`src/hw/rtl/thermostat_heat_cool_controller_core_macros.svh`:
```
// ----------------------------------------------------------------------------
// thermostat_heat_cool_controller_core_macros: assertion helpers
// Implication checks, same cycle and next cycle, compiled out by NO_ASSERTIONS.
// ----------------------------------------------------------------------------
`ifndef THERMOSTAT_HEAT_COOL_CONTROLLER_CORE_MACROS_SVH
`define THERMOSTAT_HEAT_COOL_CONTROLLER_CORE_MACROS_SVH

`ifndef NO_ASSERTIONS

`define THC_ASSERT_IMPLY(label, ck, rn, ante, cons) \
    label: assert property (@(posedge ck) disable iff (!rn) (ante) |-> (cons)) \
        else $error("thc: same-cycle check failed");

`define THC_ASSERT_NEXT(label, ck, rn, ante, cons) \
    label: assert property (@(posedge ck) disable iff (!rn) (ante) |=> (cons)) \
        else $error("thc: next-cycle check failed");

`else

`define THC_ASSERT_IMPLY(label, ck, rn, ante, cons)

`define THC_ASSERT_NEXT(label, ck, rn, ante, cons)

`endif

`endif

```
`src/hw/rtl/thc_pkg.sv`:
```
// ----------------------------------------------------------------------------
// thc_pkg: shared types and constants of the thermostat controller
// Beat structs, configuration layout, status codes and reset values.
// ----------------------------------------------------------------------------
package thc_pkg;

    localparam int AVG_DEPTH_DEF = 10;

    localparam int ADC_W    = 10;
    localparam int TEMP_W   = 9;
    localparam int SP_W     = 8;
    localparam int MARGIN_W = 6;
    localparam int LIMIT_W  = 4;
    localparam int STEP_W   = 4;
    localparam int CFG_IDX_W  = 3;
    localparam int CFG_DATA_W = 8;

    localparam int TEMP_MAX = 499;

    localparam logic [CFG_IDX_W-1:0] CFG_DEADBAND    = 3'd0;
    localparam logic [CFG_IDX_W-1:0] CFG_STUCK_LIMIT = 3'd1;
    localparam logic [CFG_IDX_W-1:0] CFG_SP_MIN      = 3'd2;
    localparam logic [CFG_IDX_W-1:0] CFG_SP_MAX      = 3'd3;
    localparam logic [CFG_IDX_W-1:0] CFG_SP_STEP     = 3'd4;

    localparam logic [MARGIN_W-1:0] MARGIN_RST  = 6'd5;
    localparam logic [LIMIT_W-1:0]  LIMIT_RST   = 4'd5;
    localparam logic [SP_W-1:0]     SP_MIN_RST  = 8'd35;
    localparam logic [SP_W-1:0]     SP_MAX_RST  = 8'd75;
    localparam logic [STEP_W-1:0]   SP_STEP_RST = 4'd5;
    localparam logic [SP_W-1:0]     DESIRED_RST = 8'd60;

    typedef enum logic [2:0] {
        ST_OFF       = 3'd0,
        ST_STABLE    = 3'd1,
        ST_HEATING   = 3'd2,
        ST_COOLING   = 3'd3,
        ST_HEAT_FAIL = 3'd4,
        ST_COOL_FAIL = 3'd5
    } status_t;

    typedef struct packed {
        logic [ADC_W-1:0] adc_sample;
        logic             power_press;
        logic             up_press;
        logic             down_press;
    } tick_beat_t;

    typedef struct packed {
        logic              heater_drive;
        logic              cooler_drive;
        logic              red_led;
        logic              blue_led;
        status_t           status;
        logic [TEMP_W-1:0] measured_temp;
        logic [SP_W-1:0]   setpoint;
        logic              setpoint_store;
    } result_beat_t;

    typedef struct packed {
        logic [CFG_IDX_W-1:0]  index;
        logic [CFG_DATA_W-1:0] data;
    } cfg_beat_t;

    typedef struct packed {
        logic [MARGIN_W-1:0] margin;
        logic [LIMIT_W-1:0]  stuck_limit;
        logic [SP_W-1:0]     sp_min;
        logic [SP_W-1:0]     sp_max;
        logic [STEP_W-1:0]   sp_step;
    } cfg_t;

    // per-tick control carried down the pipe
    typedef struct packed {
        logic            powered;
        logic            pwr_off;
        logic [SP_W-1:0] desired;
        logic            store;
    } ctl_t;

    typedef struct packed {
        ctl_t              ctl;
        logic [TEMP_W-1:0] sample;
    } s1_t;

endpackage

```
`src/hw/rtl/thc_ram.sv`:
```
// ----------------------------------------------------------------------------
// thc_ram: generic single-write, single-read RAM
// One write port, one read port, read data registered.
// ----------------------------------------------------------------------------
module thc_ram #(
    parameter int WIDTH = 8,
    parameter int DEPTH = 16
) (
    input  logic                                   clk,
    input  logic                                   wr_en,
    input  logic [(DEPTH > 1 ? $clog2(DEPTH) : 1)-1:0] wr_addr,
    input  logic [WIDTH-1:0]                       wr_data,
    input  logic                                   rd_en,
    input  logic [(DEPTH > 1 ? $clog2(DEPTH) : 1)-1:0] rd_addr,
    output logic [WIDTH-1:0]                       rd_data
);

    logic [WIDTH-1:0] mem [DEPTH];

    always_ff @(posedge clk)
    begin
        if (wr_en)
        begin
            mem[wr_addr] <= wr_data;
        end
        if (rd_en)
        begin
            rd_data <= mem[rd_addr];
        end
    end

endmodule

```
`src/hw/rtl/thc_front.sv`:
```
// ----------------------------------------------------------------------------
// thc_front: accept stage
// Power toggle, setpoint stepping, sample scaling; holds the stage-1 beat.
// ----------------------------------------------------------------------------
module thc_front (
    input  logic               clk,
    input  logic               rst_n,
    input  thc_pkg::cfg_t      cfg,
    input  thc_pkg::tick_beat_t tick,
    input  logic               accept,
    input  logic               s1_take,
    output logic               s1_valid,
    output thc_pkg::s1_t       s1,
    output logic               rd_en
);

    import thc_pkg::*;

    logic            powered_reg, powered_next;
    logic [SP_W-1:0] desired_reg, desired_next;
    logic            s1_valid_reg, s1_valid_next;
    s1_t             s1_reg;

    logic [SP_W:0]          nv_up;
    logic [SP_W-1:0]        d_up, nv_dn, d_dn;
    logic                   store;
    logic [ADC_W+TEMP_W-1:0] scaled;

    always_comb
    begin
        powered_next = powered_reg ^ tick.power_press;
        nv_up = {1'b0, desired_reg} + (SP_W+1)'(cfg.sp_step);
        d_up  = desired_reg;
        store = 1'b0;
        if (powered_next && tick.up_press && (desired_reg < cfg.sp_max))
        begin
            d_up  = (nv_up > {1'b0, cfg.sp_max}) ? cfg.sp_max : nv_up[SP_W-1:0];
            store = 1'b1;
        end
        nv_dn = (d_up >= SP_W'(cfg.sp_step)) ? (d_up - SP_W'(cfg.sp_step)) : '0;
        d_dn  = d_up;
        if (powered_next && tick.down_press && (d_up > cfg.sp_min))
        begin
            d_dn  = (nv_dn < cfg.sp_min) ? cfg.sp_min : nv_dn;
            store = 1'b1;
        end
        // adc * 500 / 1024
        scaled = (ADC_W+TEMP_W)'(tick.adc_sample) * (ADC_W+TEMP_W)'(500);

        desired_next  = accept ? d_dn : desired_reg;
        s1_valid_next = accept ? 1'b1 : (s1_take ? 1'b0 : s1_valid_reg);
    end

    always_ff @(posedge clk or negedge rst_n)
    begin
        if (!rst_n)
        begin
            powered_reg  <= 1'b0;
            desired_reg  <= DESIRED_RST;
            s1_valid_reg <= 1'b0;
        end
        else
        begin
            if (accept)
            begin
                powered_reg <= powered_next;
            end
            desired_reg  <= desired_next;
            s1_valid_reg <= s1_valid_next;
        end
    end

    always_ff @(posedge clk)
    begin
        if (accept)
        begin
            s1_reg.ctl.powered <= powered_next;
            s1_reg.ctl.pwr_off <= tick.power_press & powered_reg;
            s1_reg.ctl.desired <= d_dn;
            s1_reg.ctl.store   <= store;
            s1_reg.sample      <= scaled[ADC_W+TEMP_W-1:ADC_W];
        end
    end

    assign rd_en    = accept & powered_next;
    assign s1_valid = s1_valid_reg;
    assign s1       = s1_reg;

endmodule

```
`src/hw/rtl/thc_accum.sv`:
```
// ----------------------------------------------------------------------------
// thc_accum: reading ring and running sum
// Ring in RAM, read at a powered accept, written back as the beat leaves stage 1;
// a same-entry write in the read cycle is forwarded. Holds the stage-2 beat.
// ----------------------------------------------------------------------------
module thc_accum #(
    parameter int AVG_DEPTH = thc_pkg::AVG_DEPTH_DEF,
    parameter int SUM_W     = 13
) (
    input  logic              clk,
    input  logic              rst_n,
    input  logic              rd_en,
    input  thc_pkg::s1_t      s1,
    input  logic              s1_take,
    input  logic              s2_take,
    output logic              s2_valid,
    output thc_pkg::ctl_t     s2_ctl,
    output logic [SUM_W-1:0]  s2_sum
);

    import thc_pkg::*;

    localparam int AW = (AVG_DEPTH > 1) ? $clog2(AVG_DEPTH) : 1;
    localparam logic [AW-1:0] LAST_POS = AW'(AVG_DEPTH - 1);

    logic [AW-1:0]        pos_reg, pos_next;
    logic [AW-1:0]        wr_pos_reg;
    logic [AVG_DEPTH-1:0] written_reg, written_next;
    logic                 ent_valid_reg;
    logic                 fwd_reg;
    logic [TEMP_W-1:0]    fwd_data_reg;
    logic [SUM_W-1:0]     sum_reg, sum_next;
    logic                 s2_valid_reg, s2_valid_next;
    ctl_t                 s2_ctl_reg;

    logic              wr_en;
    logic              fwd_hit;
    logic [TEMP_W-1:0] rd_data;
    logic [TEMP_W-1:0] old_val;

    thc_ram #(
        .WIDTH (TEMP_W),
        .DEPTH (AVG_DEPTH)
    ) u_ring (
        .clk     (clk),
        .wr_en   (wr_en),
        .wr_addr (wr_pos_reg),
        .wr_data (s1.sample),
        .rd_en   (rd_en),
        .rd_addr (pos_reg),
        .rd_data (rd_data)
    );

    always_comb
    begin
        wr_en   = s1_take & s1.ctl.powered;
        fwd_hit = wr_en && (wr_pos_reg == pos_reg);
        pos_next = pos_reg;
        if (rd_en)
        begin
            pos_next = (pos_reg == LAST_POS) ? '0 : (pos_reg + AW'(1));
        end
        written_next = written_reg;
        if (wr_en)
        begin
            written_next[wr_pos_reg] = 1'b1;
        end
        // entries never written read as zero
        old_val = ent_valid_reg ? (fwd_reg ? fwd_data_reg : rd_data) : '0;
        sum_next = sum_reg;
        if (wr_en)
        begin
            sum_next = sum_reg - SUM_W'(old_val) + SUM_W'(s1.sample);
        end
        s2_valid_next = s1_take ? 1'b1 : (s2_take ? 1'b0 : s2_valid_reg);
    end

    always_ff @(posedge clk or negedge rst_n)
    begin
        if (!rst_n)
        begin
            pos_reg       <= '0;
            written_reg   <= '0;
            sum_reg       <= '0;
            s2_valid_reg  <= 1'b0;
            ent_valid_reg <= 1'b0;
            fwd_reg       <= 1'b0;
        end
        else
        begin
            pos_reg      <= pos_next;
            written_reg  <= written_next;
            sum_reg      <= sum_next;
            s2_valid_reg <= s2_valid_next;
            if (rd_en)
            begin
                ent_valid_reg <= written_reg[pos_reg] | fwd_hit;
                fwd_reg       <= fwd_hit;
            end
        end
    end

    always_ff @(posedge clk)
    begin
        if (rd_en)
        begin
            wr_pos_reg   <= pos_reg;
            fwd_data_reg <= s1.sample;
        end
        if (s1_take)
        begin
            s2_ctl_reg <= s1.ctl;
        end
    end

    assign s2_valid = s2_valid_reg;
    assign s2_ctl   = s2_ctl_reg;
    assign s2_sum   = sum_reg;

endmodule

```
`src/hw/rtl/thc_ctrl.sv`:
```
// ----------------------------------------------------------------------------
// thc_ctrl: averaging, stuck-sensor check, deadband control, result register
// Average by reciprocal multiply; held outputs kept across unpowered ticks, but a power-off tick sets them off.
// ----------------------------------------------------------------------------
module thc_ctrl #(
    parameter int AVG_DEPTH = thc_pkg::AVG_DEPTH_DEF,
    parameter int SUM_W     = 13
) (
    input  logic                  clk,
    input  logic                  rst_n,
    input  thc_pkg::cfg_t         cfg,
    input  logic                  s2_valid,
    input  thc_pkg::ctl_t         s2_ctl,
    input  logic [SUM_W-1:0]      s2_sum,
    output logic                  s2_take,
    input  logic                  result_ready,
    output logic                  result_valid,
    output thc_pkg::result_beat_t result
);

    import thc_pkg::*;

    typedef struct packed {
        logic    heater;
        logic    cooler;
        logic    red;
        logic    blue;
        status_t status;
    } drv_t;

    localparam drv_t DRV_STABLE    = '{1'b0, 1'b0, 1'b0, 1'b0, ST_STABLE};
    localparam drv_t DRV_OFF       = '{1'b0, 1'b0, 1'b0, 1'b0, ST_OFF};
    localparam drv_t DRV_COOL      = '{1'b0, 1'b1, 1'b0, 1'b1, ST_COOLING};
    localparam drv_t DRV_COOL_FAIL = '{1'b0, 1'b0, 1'b0, 1'b0, ST_COOL_FAIL};
    localparam drv_t DRV_HEAT_FAIL = '{1'b0, 1'b0, 1'b0, 1'b0, ST_HEAT_FAIL};

    // exact floor(sum / AVG_DEPTH) for any SUM_W-bit sum
    localparam int SH = SUM_W + $clog2(AVG_DEPTH);
    localparam int PW = 2 * SUM_W + 1;
    localparam longint unsigned RECIP_VAL = ((64'd1 << SH) + AVG_DEPTH - 1) / AVG_DEPTH;
    localparam logic [SUM_W:0] RECIP = RECIP_VAL[SUM_W:0];
    localparam logic [LIMIT_W-1:0] TICKS_SAT = '1;

    logic              heat_reg, heat_next;
    logic              cool_reg, cool_next;
    logic              fail_reg, fail_next;
    logic [LIMIT_W-1:0] ticks_reg, ticks_next;
    logic              blink_reg, blink_next;
    logic [TEMP_W-1:0] avg_now_reg, avg_now_next;
    logic [TEMP_W-1:0] avg_prev_reg, avg_prev_next;
    drv_t              drv_reg, drv_next;
    logic              out_valid_reg, out_valid_next;
    result_beat_t      result_reg;

    logic [PW-1:0]     prod;
    logic [TEMP_W-1:0] avg;
    logic [TEMP_W:0]   cool_thr;
    logic [TEMP_W:0]   avg_plus_m;

    always_comb
    begin
        prod       = PW'(s2_sum) * PW'(RECIP);
        avg        = prod[SH +: TEMP_W];
        cool_thr   = (TEMP_W+1)'(s2_ctl.desired) + (TEMP_W+1)'(cfg.margin);
        avg_plus_m = (TEMP_W+1)'(avg) + (TEMP_W+1)'(cfg.margin);

        s2_take        = s2_valid & (~out_valid_reg | result_ready);
        out_valid_next = s2_take ? 1'b1 : (result_ready ? 1'b0 : out_valid_reg);

        heat_next     = heat_reg;
        cool_next     = cool_reg;
        fail_next     = fail_reg;
        ticks_next    = ticks_reg;
        blink_next    = blink_reg;
        avg_now_next  = avg_now_reg;
        avg_prev_next = avg_prev_reg;
        drv_next      = drv_reg;

        if (!s2_ctl.powered)
        begin
            if (s2_ctl.pwr_off)
            begin
                drv_next = DRV_OFF;
            end
        end
        else
        begin
            avg_now_next = avg;
            if ((heat_reg || cool_reg) && (avg == avg_prev_reg))
            begin
                ticks_next = (ticks_reg == TICKS_SAT) ? ticks_reg : (ticks_reg + LIMIT_W'(1));
                if (ticks_next >= cfg.stuck_limit)
                begin
                    fail_next = 1'b1;
                end
            end
            else
            begin
                ticks_next = '0;
                fail_next  = 1'b0;
            end
            avg_prev_next = avg;

            priority if ((TEMP_W+1)'(avg) >= cool_thr)
            begin
                cool_next = 1'b1;
                heat_next = 1'b0;
                drv_next  = fail_next ? DRV_COOL_FAIL : DRV_COOL;
            end
            else if (avg_plus_m <= (TEMP_W+1)'(s2_ctl.desired))
            begin
                blink_next = ~blink_reg;
                heat_next  = 1'b1;
                cool_next  = 1'b0;
                drv_next   = fail_next ? DRV_HEAT_FAIL
                                       : drv_t'{1'b1, 1'b0, blink_reg, 1'b0, ST_HEATING};
            end
            else
            begin
                heat_next  = 1'b0;
                cool_next  = 1'b0;
                fail_next  = 1'b0;
                ticks_next = '0;
                drv_next   = DRV_STABLE;
            end
        end
    end

    always_ff @(posedge clk or negedge rst_n)
    begin
        if (!rst_n)
        begin
            heat_reg      <= 1'b0;
            cool_reg      <= 1'b0;
            fail_reg      <= 1'b0;
            ticks_reg     <= '0;
            blink_reg     <= 1'b0;
            avg_now_reg   <= '0;
            avg_prev_reg  <= '0;
            drv_reg       <= DRV_STABLE;
            out_valid_reg <= 1'b0;
        end
        else
        begin
            out_valid_reg <= out_valid_next;
            if (s2_take)
            begin
                heat_reg     <= heat_next;
                cool_reg     <= cool_next;
                fail_reg     <= fail_next;
                ticks_reg    <= ticks_next;
                blink_reg    <= blink_next;
                avg_now_reg  <= avg_now_next;
                avg_prev_reg <= avg_prev_next;
                drv_reg      <= drv_next;
            end
        end
    end

    always_ff @(posedge clk)
    begin
        if (s2_take)
        begin
            result_reg.heater_drive   <= drv_next.heater;
            result_reg.cooler_drive   <= drv_next.cooler;
            result_reg.red_led        <= drv_next.red;
            result_reg.blue_led       <= drv_next.blue;
            result_reg.status         <= drv_next.status;
            result_reg.measured_temp  <= avg_now_next;
            result_reg.setpoint       <= s2_ctl.desired;
            result_reg.setpoint_store <= s2_ctl.store;
        end
    end

    assign result_valid = out_valid_reg;
    assign result       = result_reg;

endmodule

```
`src/hw/rtl/thermostat_heat_cool_controller_core.sv`:
```
// ----------------------------------------------------------------------------
// thermostat_heat_cool_controller_core: heat/cool thermostat with deadband
// Ticks pass the stage-1, stage-2 and result registers; one tick per cycle while result_ready does not stall.
// Ring RAM is read at a powered accept and written one stage later, same entry forwarded.
// Reset: power off, setpoint 60, ring reads zero via valid bits, no clear pass.
// ----------------------------------------------------------------------------
`include "thermostat_heat_cool_controller_core_macros.svh"

module thermostat_heat_cool_controller_core #(
    parameter int AVG_DEPTH = thc_pkg::AVG_DEPTH_DEF
) (
    input  logic                  clk,
    input  logic                  rst_n,
    input  logic                  cfg_valid,
    output logic                  cfg_ready,
    input  thc_pkg::cfg_beat_t    cfg,
    input  logic                  tick_valid,
    output logic                  tick_ready,
    input  thc_pkg::tick_beat_t   tick,
    output logic                  result_valid,
    input  logic                  result_ready,
    output thc_pkg::result_beat_t result
);

    import thc_pkg::*;

    localparam int SUM_W = $clog2(TEMP_MAX * AVG_DEPTH + 1);

    cfg_t             cfg_reg;
    logic             accept;
    logic             rd_en;
    logic             s1_valid, s1_take;
    s1_t              s1;
    logic             s2_valid, s2_take;
    ctl_t             s2_ctl;
    logic [SUM_W-1:0] s2_sum;

    assign cfg_ready  = 1'b1;
    assign s1_take    = s1_valid & (~s2_valid | s2_take);
    assign tick_ready = ~s1_valid | s1_take;
    assign accept     = tick_valid & tick_ready;

    always_ff @(posedge clk or negedge rst_n)
    begin
        if (!rst_n)
        begin
            cfg_reg.margin      <= MARGIN_RST;
            cfg_reg.stuck_limit <= LIMIT_RST;
            cfg_reg.sp_min      <= SP_MIN_RST;
            cfg_reg.sp_max      <= SP_MAX_RST;
            cfg_reg.sp_step     <= SP_STEP_RST;
        end
        else if (cfg_valid && cfg_ready)
        begin
            unique case (cfg.index)
                CFG_DEADBAND:    cfg_reg.margin      <= cfg.data[MARGIN_W-1:0];
                CFG_STUCK_LIMIT: cfg_reg.stuck_limit <= cfg.data[LIMIT_W-1:0];
                CFG_SP_MIN:      cfg_reg.sp_min      <= cfg.data[SP_W-1:0];
                CFG_SP_MAX:      cfg_reg.sp_max      <= cfg.data[SP_W-1:0];
                CFG_SP_STEP:     cfg_reg.sp_step     <= cfg.data[STEP_W-1:0];
                default:         cfg_reg             <= cfg_reg;
            endcase
        end
    end

    thc_front u_front (
        .clk      (clk),
        .rst_n    (rst_n),
        .cfg      (cfg_reg),
        .tick     (tick),
        .accept   (accept),
        .s1_take  (s1_take),
        .s1_valid (s1_valid),
        .s1       (s1),
        .rd_en    (rd_en)
    );

    thc_accum #(
        .AVG_DEPTH (AVG_DEPTH),
        .SUM_W     (SUM_W)
    ) u_accum (
        .clk      (clk),
        .rst_n    (rst_n),
        .rd_en    (rd_en),
        .s1       (s1),
        .s1_take  (s1_take),
        .s2_take  (s2_take),
        .s2_valid (s2_valid),
        .s2_ctl   (s2_ctl),
        .s2_sum   (s2_sum)
    );

    thc_ctrl #(
        .AVG_DEPTH (AVG_DEPTH),
        .SUM_W     (SUM_W)
    ) u_ctrl (
        .clk          (clk),
        .rst_n        (rst_n),
        .cfg          (cfg_reg),
        .s2_valid     (s2_valid),
        .s2_ctl       (s2_ctl),
        .s2_sum       (s2_sum),
        .s2_take      (s2_take),
        .result_ready (result_ready),
        .result_valid (result_valid),
        .result       (result)
    );

    `THC_ASSERT_IMPLY(a_one_drive, clk, rst_n, result_valid, !(result.heater_drive && result.cooler_drive))
    `THC_ASSERT_IMPLY(a_red_heats, clk, rst_n, result_valid && result.red_led, result.heater_drive)
    `THC_ASSERT_NEXT(a_accept_s1, clk, rst_n, accept, s1_valid)

endmodule

```
`config.mk`:
```
export PLATFORM = sky130hd
export DESIGN_NAME = thermostat_heat_cool_controller_core
export DESIGN_NICKNAME = d
export VERILOG_FILES = /design/src/hw/rtl/thc_pkg.sv /design/src/hw/rtl/thc_ram.sv /design/src/hw/rtl/thc_front.sv /design/src/hw/rtl/thc_accum.sv /design/src/hw/rtl/thc_ctrl.sv /design/src/hw/rtl/thermostat_heat_cool_controller_core.sv
export VERILOG_INCLUDE_DIRS = /design/src /design/src/hw/rtl
export SDC_FILE = /design/constraint.sdc
export NUM_CORES = 1
export LEC_CHECK = 0
export BUFFER_PORTS_ARGS = -buffer_cell sky130_fd_sc_hd__buf_2
export CAP_MARGIN = 20
export CORE_MARGIN = 2
export CORE_UTILIZATION = 40
export CTS_BUF_LIST = sky130_fd_sc_hd__clkbuf_16
export CTS_CLUSTER_DIAMETER = 100
export DETAILED_ROUTE_END_ITERATION = 10
export MAX_ROUTING_LAYER = met4
export SLEW_MARGIN = 30
export SYNTH_ARGS = -nofsm -noshare
export SYNTH_HDL_FRONTEND = slang
export SYNTH_SLANG_ARGS = --single-unit
```
`constraint.sdc`:
```
create_clock -name clk -period 10.47 [get_ports clk]
set_clock_uncertainty 0.05 [all_clocks]
set_input_delay 0 -clock clk [delete_from_list [all_inputs] [get_ports clk]]
set_output_delay 0 -clock clk [all_outputs]
set_load 0.01 [all_outputs]
```
* Word-level counts from Yosys, hierarchy flattened
Memories as Yosys holds them, arrays and structs flattened. A register that Yosys moved wholly into a read port is not among the register bits.
Cells that the tools add are included.
** Operators by class
- Add/sub/neg operators :: 8
- $mul :: 2
- Magnitude comparators :: 11
- Eq/ne operators :: 8
- Multiplexer cells :: 40
- Bitwise logic cells :: 17
- Reduce and logical (&&, ||, !) cells :: 19
** Operator list (number)
- 2-to-1 mux 8 bit :: 5
- 2-to-1 mux 7 bit :: 5
- 2-to-1 mux 9 bit :: 3
- multiplier 13 x 12 -> 24 bit, second input constant :: 1
- 2-to-1 mux 4 bit :: 5
- 2-to-1 mux 1 bit :: 19
- multiplier 10 x 7 -> 17 bit, second input constant :: 1
- less-than comparator 8 bit :: 2
- adder 13 x 9 -> 13 bit :: 1
- subtractor 13 x 9 -> 13 bit :: 1
- AND reduction 2 bit :: 6
- adder 9 x 6 -> 10 bit :: 1
- >= comparator 9 x 10 -> 1 bit :: 1
- less-or-equal comparator 10 x 8 -> 1 bit :: 1
- less-than comparator 4 x 5 -> 1 bit, second input constant :: 2
- bitwise OR 10 bit :: 1
- adder 8 x 4 -> 9 bit :: 1
- adder 8 x 6 -> 9 bit :: 1
- equality test 9 bit :: 1
- > comparator 9 x 8 -> 1 bit :: 1
- adder 4 x 1 -> 4 bit, second input constant :: 2
- equality test 4 bit, second input constant :: 2
- >= comparator 8 x 4 -> 1 bit :: 1
- > comparator 8 bit :: 1
- other kinds (19) :: 40
** Word-level totals
- Bits in registers :: 173
- Bits in writable memories :: 90
- Bits of input ports :: 29
- Output and inout port bits :: 28
- Word-level logic and storage cells :: 152
- Memories :: 1
** Memories
- u_accum.u_ring.mem :: depth 10, bits a word 9, rd ports 1, clocked after memory_dff 1, wr ports 1, RTL line thc_ram.sv:18 : logic [WIDTH-1:0] mem [DEPTH];

* Depth between registers and ports, before layout
- Word-level depth :: 10
- Gate-level depth with buffers :: 34
- Gate-level depth less buffers :: 32

* By module
Synthesis repeated with hierarchy kept, for this count alone.
** Unflattened totals
- Cell total of the unflattened synthesis :: 1716
- Area, all modules :: 19142.1 sq um
** Modules (own cells, without submodules)
- thc_ctrl :: times used 1, cells each 688, area each 6617.6 sq um, seq. area each 1602.8 sq um
- thc_front :: times used 1, cells each 466, area each 4351.7 sq um, seq. area each 855.8 sq um
- thc_ram :: times used 1, cells each 209, area each 3913.8 sq um, seq. area each 2972.9 sq um
- thc_accum :: times used 1, cells each 281, area each 3030.4 sq um, seq. area each 1471.4 sq um
- thermostat_heat_cool_controller_core :: times used 1, cells each 72, area each 1228.7 sq um, seq. area each 767.0 sq um

* Worst setup path before layout
No wires, ideal clock.
- Path kind :: register -> register
- From :: register u_accum.sum_reg[7] (netlist: u_accum.s2_sum[7])
- To :: register u_ctrl.result_reg (netlist bit u_ctrl.result[19]), data pin
- Setup time :: 0.257 ns
- Data arrival time :: 6.779 ns
- Required time :: 10.163 ns
- Slack :: 3.384 ns
- Stages on the path, launching flop included :: 32
- Buffers on the path :: 0
- Clock period less this slack :: 7.086 ns
- Cell sequence :: dfrtp_1 > ha_1 > inv_1 > fa_1 > inv_1 > fa_1 > inv_1 > fa_1 > inv_1 > fa_1 > ha_1 > a21o_1 > a21o_1 > mux2i_1 > o31ai_1 > a21oi_1 > ha_1 > a21o_1 > a21oi_1 > nor2b_1 > o31ai_1 > nand2b_1 > nand2_1 > xnor2_1 > ha_1 > nand4_1 > nor2_1 > a211oi_1 > nor4_1 > mux2i_1 > nand2_1 > a32o_1
** RTL lines
- start: declaration :: RTL line thc_accum.sv:32 : logic [SUM_W-1:0] sum_reg, sum_next;
- start signal: assignment :: RTL line thc_accum.sv:93 : sum_reg <= sum_next;
- end: declaration :: RTL line thc_ctrl.sv:53 : result_beat_t result_reg;

* Final worst setup path
- From :: register u_accum.sum_reg[5] (netlist: u_accum.s2_sum[5])
- To :: register u_ctrl.ticks_reg[3]
** On the way
- Word-level cells in the longest chain between the ends :: 6
- Elaborated cells between the ends (all ways) :: 9
- Those cells by class :: add/sub: 1; mul: 1; order compare: 2; eq/ne: 1; mux: 3; reduce/logical: 1
** RTL lines
- multiplier 13 x 12 -> 24 bit * :: RTL line thc_ctrl.sv:62 : prod = PW'(s2_sum) * PW'(RECIP);
- via u_ctrl.prod[20] :: RTL line thc_ctrl.sv:55 : logic [PW-1:0] prod;
- parallel branches: the longest is 4 deep, another holds adder 9 x 6 -> 10 bit
- 2-to-1 mux 4 bit * :: RTL line thc_ctrl.sv:104 : priority if ((TEMP_W+1)'(avg) >= cool_thr)
- end signal: assignment :: RTL line thc_ctrl.sv:151 : ticks_reg <= ticks_next;
- end: declaration :: RTL line thc_ctrl.sv:47 : logic [LIMIT_W-1:0] ticks_reg, ticks_next;
Mark *: on every way through the listed nets, which the timed path passes.
A chain may end at the register's enable or synchronous reset.

==> impl_metrics.toml <==
[outcome]
outcome = "complete, no violations"

[cts]
numCtsBuffers = 29
cts_resized = 0
worstSkewPairLatency_ns = 0.58
cts.sink_count = 272
cts_tree = "yes"
root_buffer = "clkbuf_16"
cts_buffer_depth = 3
clkTransAtPathRegs_ns = 0.06
htreeDepth = 1

[synthesis]
synth_common_cells = "inv_1, ha_1, edfxtp_1, nand2_1, dfrtp_1"
synth_edf_count = 168
synthFlopType = "edfxtp_1"
syn_avg_cell_area_um2 = 11.2
synthArstFlopShare_pct = 38.2
ys_types = 91
netlist_top_cells_area = "edfxtp_1, ha_1, dfrtp_1"
yosys_warnings = 0
yosys.area.top_type = "edfxtp_1"
synth_seq_cells = 272
yosysSeqAreaShare_pct = 41.1
yosysMostFrequentCell = "inv_1"
yosysTopAreaCellShare_pct = 27.0
syn_nets = 1990
netlist_area_um2 = 18700
synth_cells = 1665

[routing]
drt-pass1-iter-count = 5
initialDrtViolationCount = 596
viasPerCell = 5.14
remaining_drc_errors = 0
drt-total-wl_mm = 40.2
vias = 12300
ant_nets = 0
wire_per_inst_um = 16.8

[floorplan]
core_area_um2 = 46400
die-height_um = 220
boundaryPins = 57
die-area_um2 = 48400
rows = 79
start_util_pct = 40.3
fp.dieW_um = 220

[place]
gp_congestion = 0.902
place_area_um2 = 19700
post-dp-hpwl_mm = 31.1
place_inst = 2310
post-place-ws_ns = 2.47
numPortBuffers = 55

[critical_path]
startpoint_type = "flip-flop"
crit_fanout = 8
cp.required_ns = 10.87
rr_endpoint = "u_ctrl.ticks_reg[3]"
r2r-start = "u_accum.s2_sum[5]"
crit_type = "flip-flop to flip-flop"
rr_worst_depth = 25
crit_slowest_cell = "a2111oi_0"
arrival_ns = 8.45
r2r_slack_ns = 2.43
slowest_delay_ns = 0.63
end_kind = "flip-flop"

[min_path]
min_from = "cfg_valid"
hold_end = "cfg_reg[25]"
whs_path_depth = 4
hold_class = "input port to flip-flop"

[timing]
setup_tns_ns = 0
fmax_ghz = 0.124
finalMaxSlewViolations = 0
slew_headroom_pct = 37.9
min_period_ns = 8.04
max_slew.worst_pin.slew_ns = 0.931
layout_setup_ws_ns = 2.43
finalSetupViolations = 0
grt_setup_unrepaired = "no"
fin_crit_sh_pct = 76.8
hold_violations = 0

[grt]
grt_pass1_wl_mm = 65.8
grt_pass1_vias = 12600
grt_max_degree = 53
grt_use_total_pct = 17.5
antenna_found_initial = 0
grt-ovfl-total = 0

[cells_and_area]
largest_reg_flops = 90
final.fill_count = 4341
design_area_um2 = 20900
syn_to_final_growth_pct = 11.9
finalNetCount = 2088
diodes = 0
drive_gt1_share_pct = 12.7
instances_no_fill = 2393

[job]
drv_cap = 0
-- worst max path at each step --
stage / from / endpoint / slack (ns) / cells past startpoint
6_report: u_accum.s2_sum[5] / u_ctrl.ticks_reg[3] / 2.43 / 25
5_1_grt: u_accum.s2_sum[5] / u_ctrl.result[24] / 1.87 / 25
4_1_cts: u_accum.s2_sum[5] / u_ctrl.result[24] / 2.45 / 25
3_5_place_dp: u_accum.s2_sum[8] / u_ctrl.result[19] / 2.47 / 25
3_3_place_gp: u_accum.s2_sum[4] / u_ctrl.result[19] / 2.68 / 32
2_1_floorplan: u_accum.s2_sum[7] / u_ctrl.result[19] / 3.38 / 31
-- cells by family after synthesis --
family / after synthesis / synth area share (%)
compound gates: 313 / 11.4
simple gates: 372 / 9.74
fa+ha+maj: 296 / 23.2
other cells: 1 / 0.0201
flops: 272 / 41.1
mux: 87 / 6.20
xor+xnor: 59 / 2.88
buf+inv: 265 / 5.47
-- worst max-delay path, delay by kind of cell, from the launching register on --
| family | cells | cell delay [ns] |
|---|---|---|
| buffers and inverters | 4 | 0.21 |
| flip-flops | 1 | 0.47 |
| AND/OR/NAND/NOR | 5 | 1.08 |
| XOR/XNOR | 1 | 0.24 |
| adder cells (fa/ha/maj) | 7 | 3.19 |
| multiplexers | 1 | 0.45 |
| AO/OA/AOI/OAI | 7 | 2.23 |
-- repair_timing --
action                    in CTS  in global routing
hold buffers                  29                  0
hold endpoints to repair      87                  0
buffers inserted               0                  0
-- per-stage QoR --
step	utilization [%]	hold WS [ns]
4_1_cts	45.1	0.0801
3_5_place_dp	42.5	0.0410
2_1_floorplan	-	-0.346
5_1_grt	45.1	0.112
3_3_place_gp	42.5	0.0384
6_report	45.1	0.104
-- cell type report --
cell class	instances	area (um^2)	share of cell area, %
Clock inverter	25	159	0.760
Tap cell	607	759	3.63
Inverter	232	871	4.16
Multi-Input combinational cell	1128	10000	48.0
Timing Repair Buffer	100	698	3.34
Sequential cell	272	7670	36.7
Clock buffer	29	726	3.47
-- cell usage in the layout, fill, tap and decap left out, drive strengths merged, types with 13 or more instances in the layout --
| master | n |
|---|---|
| a211oi | 17 |
| a21o | 33 |
| a21oi | 86 |
| and2 | 20 |
| buf | 72 |
| clkbuf | 29 |
| dfrtp | 86 |
| dfstp | 18 |
| dlygate4sd3 | 28 |
| edfxtp | 168 |
| fa | 84 |
| ha | 212 |
| inv | 246 |
| mux2 | 30 |
| mux2i | 37 |
| mux4 | 20 |
| nand2 | 136 |
| nand2b | 18 |
| nand3 | 27 |
| nand4 | 15 |
| nor2 | 67 |
| nor2b | 23 |
| nor3 | 19 |
| o21ai | 75 |
| or2 | 13 |
| xnor2 | 46 |
-- metal layers --
layer	GRT usage, %	vias to the layer above	wire length (um)
met2	28.3	195	19000
met3	2.42	52	1550
met4	4.45	0	724
met1	23.1	5984	18900
li1	-	6074	-
met5	-	-	0
Power is left out: the tool's default activity adds up to more than one toggle a clock period on the data nets, which glitch-free logic cannot reach.
